`config.mk`:
```
export PLATFORM = sky130hd
export DESIGN_NAME = usb_port_power_supervisor
export DESIGN_NICKNAME = d
export VERILOG_FILES = /design/src/rtl/upps_pkg.sv /design/src/rtl/usb_port_power_supervisor.sv
export SDC_FILE = /design/constraint.sdc
export NUM_CORES = 1
export LEC_CHECK = 0
export BUFFER_PORTS_ARGS = -buffer_cell sky130_fd_sc_hd__buf_4
export CAP_MARGIN = 0
export CORE_ASPECT_RATIO = 1.25
export CORE_UTILIZATION = 60
export CTS_CLUSTER_SIZE = 12
export DETAILED_ROUTE_END_ITERATION = 16
export PLACE_DENSITY = 0.85
export SYNTH_ARGS = -nofsm -noshare
export SYNTH_HDL_FRONTEND = slang
export SYNTH_SLANG_ARGS = --single-unit
```
`constraint.sdc`:
```
create_clock -name i_clk -period 8.8 [get_ports i_clk]
set_input_delay 0.88 -clock i_clk [delete_from_list [all_inputs] [get_ports i_clk]]
set_output_delay 0.88 -clock i_clk [all_outputs]
set_load 0.01 [all_outputs]
```
`src/rtl/upps_pkg.sv`:
```
// shared types and constants for the usb port power supervisor
package upps_pkg;

    localparam int PORT_W = 2;
    localparam int CUR_W  = 10;
    localparam int LOW_W  = 10;
    localparam int TICK_W = 8;
    localparam int EV_W   = 2;
    localparam int CFG_AW = 1;
    localparam int CFG_DW = 10;

    // event codes
    localparam logic [EV_W-1:0] EV_NONE       = 2'd0;
    localparam logic [EV_W-1:0] EV_ATTACH_ON  = 2'd1;
    localparam logic [EV_W-1:0] EV_DETACH_OFF = 2'd2;
    localparam logic [EV_W-1:0] EV_IDLE_OFF   = 2'd3;

    // configuration register indexes
    localparam logic [CFG_AW-1:0] CFG_LOW_CURRENT = 1'b0;
    localparam logic [CFG_AW-1:0] CFG_PERSIST     = 1'b1;

    // register reset values
    localparam logic [LOW_W-1:0]  LOW_CURRENT_RST = 10'd25;
    localparam logic [TICK_W-1:0] PERSIST_RST     = 8'd30;

    // one per-port entry of the state memory
    typedef struct packed {
        logic              last_attached;
        logic              port_enabled;
        logic [TICK_W-1:0] idle_ticks;
    } t_port_state;

endpackage

```
`src/rtl/usb_port_power_supervisor.sv`:
```
// top level of the usb port power supervisor
//
// Per-port charger power supervisor. Each input transaction is one update tick
// for one port: port index, cable-attached level and a raw current-sense ADC
// count. Per port the block keeps the last attach level, the power enable and
// an idle tick count in a small synchronous state memory. A rising attach level
// switches the port on, a falling level switches it off; either edge clears
// the idle count. While enabled, a count below low_current_counts adds one idle
// tick, and reaching persist_ticks switches the port off until it is attached
// again. Every input transaction gives exactly one result transaction with the
// port index, the new enable state and the event code (last action wins). A
// port index at or above NUM_PORTS changes nothing and reports off, no event.
// Rate: one transaction per clock while results are taken. The state memory
// is read on the accept edge, the entry is updated and written back when
// stage 1 advances, and a write-to-read bypass covers back-to-back ticks for
// the same port. A result passes through stage 1 and then the output register
// before o_out_valid rises, and it stays there until the receiver takes it.
// A result held by the receiver stalls the input once stage 1 is also full.
// The configuration port writes low_current_counts (index 0) and
// persist_ticks (index 1) with no handshake; write it only while idle.
module usb_port_power_supervisor #(
    parameter int NUM_PORTS = 4,
    parameter int ADC_BITS  = 10
) (
    input  logic                          i_clk,
    input  logic                          i_rst_n,
    // tick input channel
    input  logic                          i_in_valid,
    output logic                          o_in_ready,
    input  logic [upps_pkg::PORT_W-1:0]   i_port_index,
    input  logic                          i_cable_attached,
    input  logic [upps_pkg::CUR_W-1:0]    i_current_counts,
    // result output channel
    output logic                          o_out_valid,
    input  logic                          i_out_ready,
    output logic [upps_pkg::PORT_W-1:0]   o_port_out,
    output logic                          o_power_on,
    output logic [upps_pkg::EV_W-1:0]     o_event_code,
    // configuration write port
    input  logic                          i_cfg_we,
    input  logic [upps_pkg::CFG_AW-1:0]   i_cfg_index,
    input  logic [upps_pkg::CFG_DW-1:0]   i_cfg_wdata
);

    // memory address width, at least one bit
    localparam int AW = (NUM_PORTS > 1) ? $clog2(NUM_PORTS) : 1;
    // adc bits that take part in the compare
    localparam int CB = (ADC_BITS < upps_pkg::CUR_W) ? ADC_BITS : upps_pkg::CUR_W;
    localparam logic [upps_pkg::CUR_W-1:0] CUR_MASK =
        upps_pkg::CUR_W'((33'd1 << CB) - 33'd1);

    // configuration registers
    logic [upps_pkg::LOW_W-1:0]  r_low_current_counts;
    logic [upps_pkg::TICK_W-1:0] r_persist_ticks;

    always_ff @(posedge i_clk) begin
        if (!i_rst_n) begin
            r_low_current_counts <= upps_pkg::LOW_CURRENT_RST;
            r_persist_ticks      <= upps_pkg::PERSIST_RST;
        end else if (i_cfg_we) begin
            unique case (i_cfg_index)
                upps_pkg::CFG_LOW_CURRENT: r_low_current_counts <= i_cfg_wdata;
                upps_pkg::CFG_PERSIST:
                    r_persist_ticks <= i_cfg_wdata[upps_pkg::TICK_W-1:0];
                default: ;
            endcase
        end
    end

    // handshake
    logic in_acc;
    logic s1_adv;
    logic r_s1_valid;
    logic r_out_valid;

    assign s1_adv     = r_s1_valid && (!r_out_valid || i_out_ready);
    assign o_in_ready = !r_s1_valid || s1_adv;
    assign in_acc     = i_in_valid && o_in_ready;

    // port index widened so any address width can be taken from it
    logic [AW+upps_pkg::PORT_W-1:0] port_ext;
    logic [AW-1:0]                  rd_addr;
    logic                           in_range;

    assign port_ext = {{AW{1'b0}}, i_port_index};
    assign rd_addr  = port_ext[AW-1:0];
    assign in_range = (32'(i_port_index) < NUM_PORTS);

    // stage 1 holds the tick whose state entry is being read
    logic [upps_pkg::PORT_W-1:0] r_s1_port;
    logic [AW-1:0]               r_s1_addr;
    logic                        r_s1_in_range;
    logic                        r_s1_att;
    logic [upps_pkg::CUR_W-1:0]  r_s1_cur;

    always_ff @(posedge i_clk) begin
        if (!i_rst_n) begin
            r_s1_valid <= 1'b0;
        end else if (in_acc) begin
            r_s1_valid <= 1'b1;
        end else if (s1_adv) begin
            r_s1_valid <= 1'b0;
        end
    end

    always_ff @(posedge i_clk) begin
        if (in_acc) begin
            r_s1_port     <= i_port_index;
            r_s1_addr     <= rd_addr;
            r_s1_in_range <= in_range;
            r_s1_att      <= i_cable_attached;
            r_s1_cur      <= i_current_counts & CUR_MASK;
        end
    end

    // state memory, one entry per port, with registered read
    upps_pkg::t_port_state mem [NUM_PORTS];
    upps_pkg::t_port_state r_rd_data;
    logic [NUM_PORTS-1:0]  r_ent_vld;   // entry written since reset
    logic                  r_rd_vld;

    logic                  wr_en;
    upps_pkg::t_port_state n_state;

    assign wr_en = s1_adv && r_s1_in_range;

    always_ff @(posedge i_clk) begin
        if (wr_en) begin
            mem[r_s1_addr] <= n_state;
        end
        if (in_acc) begin
            r_rd_data <= mem[rd_addr];
        end
    end

    always_ff @(posedge i_clk) begin
        if (!i_rst_n) begin
            r_ent_vld <= '0;
            r_rd_vld  <= 1'b0;
        end else begin
            if (wr_en) begin
                r_ent_vld[r_s1_addr] <= 1'b1;
            end
            if (in_acc) begin
                r_rd_vld <= r_ent_vld[rd_addr];
            end
        end
    end

    // bypass: the write landing on the same edge as the read is not in the read data
    logic                  r_fwd_vld;
    logic [AW-1:0]         r_fwd_addr;
    upps_pkg::t_port_state r_fwd_data;

    always_ff @(posedge i_clk) begin
        if (!i_rst_n) begin
            r_fwd_vld <= 1'b0;
        end else if (in_acc) begin
            r_fwd_vld <= wr_en;
        end
    end

    always_ff @(posedge i_clk) begin
        if (in_acc) begin
            r_fwd_addr <= r_s1_addr;
            r_fwd_data <= n_state;
        end
    end

    upps_pkg::t_port_state cur_state;

    always_comb begin
        if (r_fwd_vld && (r_fwd_addr == r_s1_addr)) begin
            cur_state = r_fwd_data;
        end else if (r_rd_vld) begin
            cur_state = r_rd_data;
        end else begin
            cur_state = '0;
        end
    end

    // per-tick update of the port entry
    logic [upps_pkg::EV_W-1:0]   n_event;
    logic [upps_pkg::TICK_W:0]   idle_inc;

    assign idle_inc = {1'b0, cur_state.idle_ticks} + 9'd1;

    always_comb begin
        n_state = cur_state;
        n_event = upps_pkg::EV_NONE;

        // attach edges
        if (!cur_state.last_attached && r_s1_att) begin
            n_state.port_enabled = 1'b1;
            n_state.idle_ticks   = '0;
            n_event              = upps_pkg::EV_ATTACH_ON;
        end else if (cur_state.last_attached && !r_s1_att) begin
            n_state.port_enabled = 1'b0;
            n_state.idle_ticks   = '0;
            n_event              = upps_pkg::EV_DETACH_OFF;
        end
        n_state.last_attached = r_s1_att;

        // idle-current monitoring, also in the tick that switched the port on
        if (n_state.port_enabled) begin
            if (r_s1_cur < r_low_current_counts) begin
                if (idle_inc >= {1'b0, r_persist_ticks}) begin
                    n_state.port_enabled = 1'b0;
                    n_state.idle_ticks   = '0;
                    n_event              = upps_pkg::EV_IDLE_OFF;
                end else if (idle_inc[upps_pkg::TICK_W]) begin
                    n_state.idle_ticks = '1;
                end else begin
                    n_state.idle_ticks = idle_inc[upps_pkg::TICK_W-1:0];
                end
            end else begin
                n_state.idle_ticks = '0;
            end
        end
    end

    // output register
    logic [upps_pkg::PORT_W-1:0] r_out_port;
    logic                        r_out_power;
    logic [upps_pkg::EV_W-1:0]   r_out_event;

    always_ff @(posedge i_clk) begin
        if (!i_rst_n) begin
            r_out_valid <= 1'b0;
        end else if (s1_adv) begin
            r_out_valid <= 1'b1;
        end else if (i_out_ready) begin
            r_out_valid <= 1'b0;
        end
    end

    always_ff @(posedge i_clk) begin
        if (s1_adv) begin
            r_out_port <= r_s1_port;
            if (r_s1_in_range) begin
                r_out_power <= n_state.port_enabled;
                r_out_event <= n_event;
            end else begin
                // unknown port: nothing changes, report off with no event
                r_out_power <= 1'b0;
                r_out_event <= upps_pkg::EV_NONE;
            end
        end
    end

    assign o_out_valid  = r_out_valid;
    assign o_port_out   = r_out_port;
    assign o_power_on   = r_out_power;
    assign o_event_code = r_out_event;

endmodule

```
==> run_results.csv, run 1 <==
group,metric,value,unit
synthesis,synth-seq-cells,106,
sta,finalCritPeriodShare,47.69,%
sta,fmax,238.3,MHz
critical_path,rr_startpoint,"r_s1_addr[0]",
die,die_h,100.5,um
clocking,htreeDepth,3,
status,status,"completed",
critical_path,slowest_stage,"edfxtp_1",
placed_design,post-place-ws,4.668,ns
sta,setup_ws,4.603,ns
clocking,cts_tree,"yes",
sta,fin_crit,4.197,ns
clocking,clock_latency,0.38,ns
power,p_leak,1.961,nW
synthesis,synthSimpleGateAreaFrac,11.31,%
finish,drive_gt1_share,18.32,%
clocking,root_buffer,"clkbuf_8",
die,start_util,62.54,%
route,routed_via_density,5.957,
finish,multi_input_area,0.001600,mm2
synthesis,ys_types,49,
critical_path,reg2reg_to,"r_fwd_data[3]",
route,drc,0,
synthesis,synth_most_common_cell,"edfxtp_1",
grt,globalRouteOverflowTotal,0,
critical_path,r2r_cells,15,
synthesis,synth_warnings,0,
finish,ff_latch_area,0.002923,mm2
clocking,clkTransAtPathRegs,0.09,ns
critical_path,cp.required,8.93,ns
die,die-area,0.008118,mm2
finish,nFillCells,528,
synthesis,synthAdderAreaFrac,5.052,%
route,met1Wirelength,3738,um
sta,worst_slew_pin_slew,1.138,ns
critical_path,slowest_delay,0.50,ns
synthesis,synthCells,351,
synthesis,synth_mux_area_share,7.310,%
sta,skew,0.01357,ns
placed_design,numPortBuffers,35,
synthesis,synth_edf_count,80,
sta,slew_violations,0,
grt,grt_start_max_net_pins,37,
grt,grt_pass1_vias,2962,
placed_design,globalplace.congestion,0.8914,
route,top_layer_used,"met4",
route,drtIter0Drc,149,
die,die_w,80.79,um
sta,setup-tns-final,0,ns
sta,hold_violations,0,
critical_path,regToRegSetupSlack,4.60,ns
synthesis,netlist_area,0.004656,mm2
synthesis,synth_area_leaders,"edfxtp_1, dfxtp_1, mux4_2",
min_path,holdPathEnd,"r_low_current_counts[2]",
route,first_pass_iters,4,
critical_path,crit_path_start,"r_s1_addr[0]",
critical_path,cp-start-kind,"flip-flop",
placed_design,dp_hpwl,6237,um
route,wl_per_cell,18.28,um
clocking,cts_max_path_buffers,2,
finish,final_cells,485,
synthesis,synth_top_area_share,51.60,%
synthesis,synth.net_count,398,
clocking,holdBufCountCts,0,
route,wl_met2,4503,um
min_path,worst_hold_path_type,"flip-flop to flip-flop",
power,pwr_density_cell,180.8,mW/mm2
die,rows,35,
grt,grt_usage,24.53,%
critical_path,crit_path_cell_trace,"xnor2_1, nand3_2, nand3_1, and2_1, inv_1, ha_1, nand3b_1, xnor2_1, inv_1, ha_1, a21oi_1, a21boi_0, a2111oi_4, nand2_2, o221ai_1",
job,maxCapViolCount,0,
clocking,cts_buffers,9,
synthesis,async_flop_share,0,%
route,met3RoutedLength,400,um
grt,grt_pass1_wl,14280,um
synthesis,seq_area_frac_synth,62.78,%
synthesis,synth_xor_area_share,1.505,%
critical_path,crit_type,"flip-flop to flip-flop",
min_path,min_delay_path_depth,2,
finish,antenna_cells,0,
power,vdd_drop_max,0.0001593,V
critical_path,end_kind,"flip-flop",
clocking,cts-resized-gates,0,
synthesis,synth-compound-area-share,9.191,%
clocking,cts.sinks,106,
min_path,min-delay-start,"r_low_current_counts[2]",
die,ioPinCount,36,
finish,fin_nets,435,
critical_path,cp_data_arrival_time,4.33,ns
route,wirelength,8864,um
finish,area_delta_synth_final,11.80,%
die,coreArea,0.007445,mm2
synthesis,syn_avg_cell_area,13.26,um2
synthesis,synth_area_leader_cell,"edfxtp_1",
sta,slew-limit-headroom,23.86,%
clocking,cts_setup_buffers,0,
placed_design,dp_cells,469,
route,vias,2889,
sta,setup_viol,0,
synthesis,synth_top_family_by_area,"simple AND/OR/NAND/NOR gates",
sta,rsz0062_at_grt,"no",
finish,utilization,69.92,%
route,drtAntennaViolNets,0,
synthesis,synthFlopType,"edfxtp_1",
grt,antenna_found_initial,0,
synthesis,yosys-top-cells-count,"edfxtp_1, nand2_1, dfxtp_1",
critical_path,critPathMaxFanout,12,
[worst max path at each step]
stage	endpoint	slack, ns	cells past startpoint
3_3_place_gp	mem[1][3]	4.93	15
5_1_grt	r_fwd_data[3]	4.21	15
4_1_cts	r_fwd_data[3]	4.65	15
2_1_floorplan	mem[0][3]	5.07	17
6_report	r_fwd_data[3]	4.60	15
3_5_place_dp	mem[1][3]	4.67	15
[cell families (layout without fill, tap and decap cells)]
logic type | Yosys count | after routing
muxes | 19 | 19
buffers and inverters | 34 | 76
adders and majority gates | 19 | 19
xor gates and xnor gates | 8 | 8
DFF | 106 | 106
AOI/OAI and AO/OA | 60 | 60
and+or+nand+nor | 105 | 105
[sequential cells by signal (all words and copies together), names as in the netlist]
register              count
mem                      40
r_fwd_data               10
r_low_current_counts     10
r_rd_data                10
r_s1_cur                 10
r_persist_ticks           8
r_ent_vld                 4
o_event_code              2
o_port_out                2
r_fwd_addr                2
r_s1_addr                 2
o_out_valid               1
o_power_on                1
r_fwd_vld                 1
r_rd_vld                  1
r_s1_att                  1
r_s1_valid                1
[where the power goes]
part	internal, mW	total [mW]	leakage, nW	switching (mW)
clock network	0.131	0.298	0.106	0.167
registers	0.559	0.570	0.978	0.0113
logic	0.0316	0.0727	0.877	0.0410
[critical path: cells and delay by family, from the launching register on]
family	cells	cell delay, ns
adder cells (fa/ha/maj)	2	0.59
buffers and inverters	2	0.10
AO/OA/AOI/OAI	4	1.15
flip-flops	1	0.50
AND/OR/NAND/NOR	5	1.02
XOR/XNOR	2	0.58
[per-stage QoR]
step                total power, mW  area (um2)  hold slack [ns]
floorplan                    0.6231        4656           0.4325
global placement             0.6498        5002           0.4434
detailed placement           0.6534        5002           0.4520
CTS                          0.9461        5205           0.4747
global route                 0.9716        5205           0.4996
finish                       0.9409        5205           0.4688
[final cells by class]
class	instances	area share, %
Sequential cell	106	56.15
Multi-Input combinational cell	211	30.75
Timing Repair Buffer	37	5.337
Clock buffer	11	3.125
Tap cell	92	2.212
Inverter	23	1.659
Clock inverter	5	0.7692
[metal layers]
metal | GRT usage (%) | vias to the layer above
met3 | 4.525 | 19
met5 | 0 | -
li1 | - | 1380
met1 | 29.42 | 1419
met2 | 41.98 | 71
met4 | 12.36 | 0
[cells in the final DEF, fill, tap and decap left out, types with 5 or more instances in the layout]
master / synthesis / routed
a21boi_0: 13 / 13
a21oi_1: 10 / 10
buf_4: 1 / 37
clkbuf_8: 0 / 10
dfxtp_1: 26 / 26
edfxtp_1: 80 / 80
ha_1: 18 / 18
inv_1: 23 / 23
mux4_2: 11 / 11
nand2_1: 47 / 47
nand3_1: 13 / 13
nand4_1: 8 / 8
nor2_1: 7 / 7
nor2b_1: 7 / 7
o211ai_1: 7 / 7
o21a_1: 5 / 5
o21ai_0: 6 / 6
xnor2_1: 7 / 7
Power figures use the tool's default switching activity.
==> run 2: changes to the inputs <==
Settings changed: ABC_AREA from default to 1.
Clock period 8.8 ns to 4.2 ns, I/O delays scaled along.
==> run_results.csv, run 2 <==
group,metric,value,unit
critical_path,cp.required,4.30,ns
finish,utilization,70.88,%
die,rows,35,
clocking,cts-resized-gates,0,
placed_design,globalplace.congestion,0.9088,
die,coreArea,0.007488,mm2
min_path,worst_hold_path_type,"input pin to flip-flop",
die,die_h,101.3,um
power,pwr_density_cell,392.9,mW/mm2
route,drtIter0Drc,266,
finish,antenna_cells,0,
sta,rsz0062_at_grt,"no",
critical_path,r2r_cells,23,
route,vias,3312,
route,drc,0,
synthesis,synth_most_common_cell,"nand2_1",
die,start_util,63.16,%
route,routed_via_density,5.576,
placed_design,post-place-ws,0.6310,ns
critical_path,reg2reg_to,"mem[3][8]",
route,drtAntennaViolNets,0,
clocking,cts.sinks,106,
sta,fmax,276.8,MHz
synthesis,yosys-top-cells-count,"nand2_1, edfxtp_1, inv_1",
sta,skew,0.01622,ns
critical_path,end_kind,"flip-flop",
clocking,cts_max_path_buffers,2,
finish,fin_area,0.005308,mm2
sta,fin_crit,3.613,ns
sta,worst_slew_pin_slew,1.099,ns
sta,setup_ws,0.5871,ns
critical_path,regToRegSetupSlack,0.59,ns
route,wl_per_cell,15.96,um
critical_path,crit_type,"flip-flop to flip-flop",
finish,fin_nets,544,
synthesis,netlist_area,0.004730,mm2
sta,hold_violations,0,
synthesis,syn_avg_cell_area,10.33,um2
critical_path,rr_startpoint,"r_s1_addr[0]",
finish,area_delta_synth_final,12.22,%
clocking,htreeDepth,3,
clocking,cts_setup_buffers,0,
route,wirelength,9483,um
die,ioPinCount,36,
clocking,clkTransAtPathRegs,0.10,ns
placed_design,place_area,0.005091,mm2
power,vdd_drop_max,0.0002686,V
status,status,"completed",
clocking,clock_latency,0.37,ns
synthesis,synth.net_count,505,
clocking,root_buffer,"clkbuf_8",
power,p_leak,2.279,nW
synthesis,synth_area_leader_cell,"edfxtp_1",
synthesis,synthFlopType,"edfxtp_1",
job,maxCapViolCount,0,
grt,grt_usage,25.54,%
die,die_w,81.41,um
sta,slew_violations,0,
finish,multi_input_area,0.001546,mm2
critical_path,cp_data_arrival_time,3.72,ns
finish,regMostFlops,"mem",
finish,drive_gt1_share,16.14,%
clocking,cts_buffers,9,
sta,setup_viol,0,
placed_design,dp_hpwl,6537,um
synthesis,synth_area_leaders,"edfxtp_1, dfxtp_1, nand2_1",
sta,finalCritPeriodShare,86.02,%
synthesis,synth_top_area_share,50.79,%
synthesis,synth_edf_count,80,
die,die-area,0.008244,mm2
finish,nFillCells,536,
critical_path,setup.worst_path.end,"mem[3][8]",
synthesis,synthCells,458,
synthesis,ys_types,34,
grt,grt_pass1_vias,3273,
finish,final_cell_mix,"nand2_1, edfxtp_1, inv_1",
synthesis,async_flop_share,0,%
finish,final_common_cell,"nand2_1",
sta,slew-limit-headroom,26.64,%
critical_path,cp-start-kind,"flip-flop",
grt,antenna_found_initial,0,
critical_path,crit_path_start,"r_s1_addr[0]",
grt,globalRouteOverflowTotal,0,
grt,grt_pass1_wl,15280,um
clocking,cts_tree,"yes",
route,first_pass_iters,5,
finish,ff_latch_area,0.002923,mm2
synthesis,seq_area_frac_synth,61.80,%
clocking,holdBufCountCts,0,
sta,whs,0.2182,ns
synthesis,synth_warnings,0,
grt,grt_start_max_net_pins,26,
placed_design,numPortBuffers,35,
synthesis,synth-seq-cells,106,
finish,largest_reg_flops,40,
critical_path,critPathMaxFanout,12,
sta,setup-tns-final,0,ns
-- run 2: changes by cell type after synthesis, moves of 5 or more --
| cell | change |
|---|---|
| a21oi_1 | +9 |
| nand2_1 | +53 |
| nor2b_1 | -7 |
| nor2_4 | +5 |
| mux4_2 | -11 |
| o22ai_1 | +6 |
| nand4_1 | -6 |
| a21boi_0 | -12 |
| o21ai_0 | +31 |
| xnor2_1 | -7 |
| inv_1 | +28 |
| nor2_1 | +29 |
| nand2_2 | +10 |
-- run 2: worst min-delay path by stage --
stage	from	end	slack, ns	depth (start not counted)
final	i_current_counts[7]	r_s1_cur[7]	0.22	1
after detailed placement	r_ent_vld[0]	r_ent_vld[0]	0.46	1
after CTS	i_current_counts[7]	r_s1_cur[7]	0.21	1
after global routing	i_current_counts[7]	r_s1_cur[7]	0.19	1
after floorplan	r_ent_vld[1]	r_ent_vld[1]	0.43	2
after global placement	r_ent_vld[3]	r_ent_vld[3]	0.44	1
-- run 2: through the flow --
stage | total power, mW | std cells
2_1_floorplan | 1.357 | 458
3_3_place_gp | 1.422 | 578
3_5_place_dp | 1.433 | 578
4_1_cts | 2.090 | 594
5_1_grt | 2.162 | 594
6_report | 2.085 | 594
-- run 2: layout make-up --
type | count | share of cell area (%)
Clock buffer | 11 | 2.475
Clock inverter | 5 | 1.603
Inverter | 55 | 3.890
Multi-Input combinational cell | 285 | 29.14
Sequential cell | 106 | 55.07
Tap cell | 92 | 2.169
Timing Repair Buffer | 40 | 5.658
-- run 2: layer usage --
| metal | track usage, % | share of wire, % | wire length, um | up-vias |
|---|---|---|---|---|
| li1 | - | - | - | 1625 |
| met1 | 29.26 | 39 | 3724 | 1550 |
| met2 | 45.26 | 53 | 5031 | 116 |
| met3 | 6.036 | 4.9 | 461 | 21 |
| met4 | 10.16 | 2.8 | 266 | 0 |
| met5 | 0 | 0 | 0 | - |
-- run 2: logic make-up after synthesis --
kind of cell / after synthesis / share of synthesized area [%]
and+or+nand+nor: 184 / 17.75
buffers and inverters: 67 / 5.502
AOI/OAI and AO/OA: 82 / 10.00
xor gates and xnor gates: 1 / 0.1852
DFF: 106 / 61.80
adders and majority gates: 18 / 4.762
-- run 2: power by group --
part	leakage [nW]	switching, mW	internal (mW)
sequential	0.977	0.0207	1.18
combinational	1.20	0.133	0.0735
clock	0.105	0.334	0.341
total	2.28	0.488	1.60
-- run 2: critical path, stage by stage, from the launching register on --
cell      delay [ns]
edfxtp_1        0.49
inv_2           0.11
nand2_2         0.06
nand2_4         0.13
nand3_4         0.20
o21ai_2         0.25
inv_1           0.13
ha_1            0.19
inv_1           0.13
nor2_4          0.07
nand3_1         0.09
nand2_1         0.06
ha_1            0.29
nand2_1         0.10
nor2_1          0.06
nand2_1         0.05
nand3_1         0.06
nand2_1         0.06
nand2_1         0.04
nand2_1         0.05
nand2_1         0.04
nor2_1          0.15
nand2_1         0.09
a21boi_0        0.43
==> run 3: changes to the inputs <==
==> constraint.sdc (replaced) <==
create_clock -name i_clk -period 4.2 [get_ports i_clk]
set_input_delay 0.21 -clock i_clk [delete_from_list [all_inputs] [get_ports i_clk]]
set_output_delay 0.21 -clock i_clk [all_outputs]
set_load 0.01 [all_outputs]
==> run_results.csv, run 3 (synthesized netlist as in run 2, its figures left out) <==
group,metric,value,unit
critical_path,regToRegSetupSlack,0.41,ns
critical_path,cp-start-kind,"flip-flop",
grt,grt_pass1_wl,15730,um
grt,grt_usage,26.18,%
clocking,cts.sinks,106,
grt,grt_pass1_vias,3431,
power,p_leak,2.306,nW
grt,antenna_found_initial,0,
sta,fin_crit,3.794,ns
sta,skew,0.01764,ns
clocking,holdBufCountCts,5,
clocking,clock_latency,0.37,ns
critical_path,cp.required,4.29,ns
clocking,clkTransAtPathRegs,0.11,ns
finish,largest_reg_flops,40,
clocking,cts_setup_buffers,0,
sta,worst_slew_pin_slew,0.6899,ns
finish,area_delta_synth_final,13.76,%
clocking,root_buffer,"clkbuf_8",
critical_path,cp_data_arrival_time,3.88,ns
clocking,htreeDepth,3,
power,p_total,2.034,mW
clocking,cts_buffers,9,
sta,setup_viol,0,
die,die_h,101.3,um
job,maxCapViolCount,0,
sta,finalCritPeriodShare,90.34,%
finish,fin_nets,553,
die,coreArea,0.007488,mm2
sta,slew_violations,0,
finish,final_common_cell,"nand2_1",
power,vdd_drop_max,0.0002586,V
grt,globalRouteOverflowTotal,0,
die,die_w,81.41,um
critical_path,crit_path_start,"r_s1_addr[0]",
finish,drive_gt1_share,16.05,%
route,drtAntennaViolNets,0,
finish,regMostFlops,"mem",
placed_design,dp_hpwl,6646,um
min_path,min-delay-start,"i_current_counts[5]",
route,routed_via_density,5.622,
sta,slew-limit-headroom,53.95,%
sta,rsz0062_at_grt,"no",
finish,final_cell_mix,"nand2_1, edfxtp_1, inv_1",
route,first_pass_iters,4,
power,pwr_density_cell,378.0,mW/mm2
route,wirelength,9840,um
critical_path,critPathMaxFanout,12,
sta,hold_violations,0,
die,die-area,0.008244,mm2
route,drtIter0Drc,182,
route,wl_per_cell,16.32,um
finish,antenna_cells,0,
min_path,worst_hold_path_type,"input pin to flip-flop",
status,status,"completed",
grt,grt_start_max_net_pins,25,
route,drc,0,
critical_path,end_kind,"flip-flop",
finish,utilization,71.85,%
die,start_util,63.16,%
clocking,cts_max_path_buffers,2,
critical_path,crit_type,"flip-flop to flip-flop",
die,ioPinCount,36,
clocking,cts_tree,"yes",
critical_path,rr_startpoint,"r_s1_addr[0]",
placed_design,globalplace.congestion,0.9110,
placed_design,numPortBuffers,35,
die,rows,35,
route,vias,3390,
sta,fmax,263.6,MHz
sta,setup-tns-final,0,ns
clocking,cts-resized-gates,0,
==> run 3: cell count changes in the layout (fill, tap and decap cells not counted), sizes merged <==
cell	before	now
bufinv	2	0
clkbuf	11	12
clkinv	1	2
clkinvlp	1	2
dlygate4sd3	0	9
inv	56	55
==> run 3: worst paths after layout <==
| check | to | cells past startpoint |
|---|---|---|
| setup reg to reg | o_power_on | 23 |
| hold / removal | r_s1_cur[5] | 1 |
| setup / recovery | o_power_on | 23 |
| hold reg to reg | r_low_current_counts[6] | 2 |
==> run 3: metrics by stage <==
stage | setup slack (ns) | hold WS, ns | instances | instance area [um2]
floorplan | 1.032 | 0.3089 | 458 | 4730
global placement | 0.7481 | 0.3884 | 578 | 5091
detailed placement | 0.5058 | 0.3895 | 578 | 5091
CTS | 0.4687 | 0.00009961 | 599 | 5340
global route | 0.1049 | 0.0008255 | 603 | 5380
finish | 0.4057 | 0.01794 | 603 | 5380
==> run 3: area by class of cell <==
class | instances | area, um2
multi-input combinational | 285 | 1546
tap | 92 | 115.1
fill | 510 | 2108
inverter | 55 | 206.4
clock buffer | 12 | 166.4
timing repair buffer | 49 | 390.4
sequential | 106 | 2923
clock inverter | 4 | 32.53
==> run 3: worst max-delay path: stages, from the launching register on <==
cell,delay (ns)
edfxtp_1,0.50
inv_2,0.13
nand2_2,0.07
nand2_4,0.13
nand3_4,0.20
o21ai_2,0.26
inv_1,0.13
ha_1,0.19
inv_1,0.13
nor2_4,0.07
nand3_1,0.09
nand2_1,0.06
ha_1,0.30
nand2_1,0.10
nor2_1,0.07
nand2_1,0.06
nand3_1,0.07
nand2_1,0.07
nand2_1,0.04
nand2_1,0.05
nand2_1,0.05
nor2_1,0.16
nand2_1,0.10
a21boi_0,0.48
==> run 3: layer usage <==
metal / track usage (%) / part of all wire (%)
met1: 29.47 / 37
met4: 15.80 / 2.8
met5: 0 / 0
met2: 44.68 / 53
met3: 5.856 / 7.2
==> run 3: report_power, final <==
group,switching [mW],leakage (nW),internal [mW]
clock network,0.343,0.0943,0.272
registers,0.0208,0.977,1.18
logic,0.136,1.23,0.0791
total,0.500,2.31,1.53
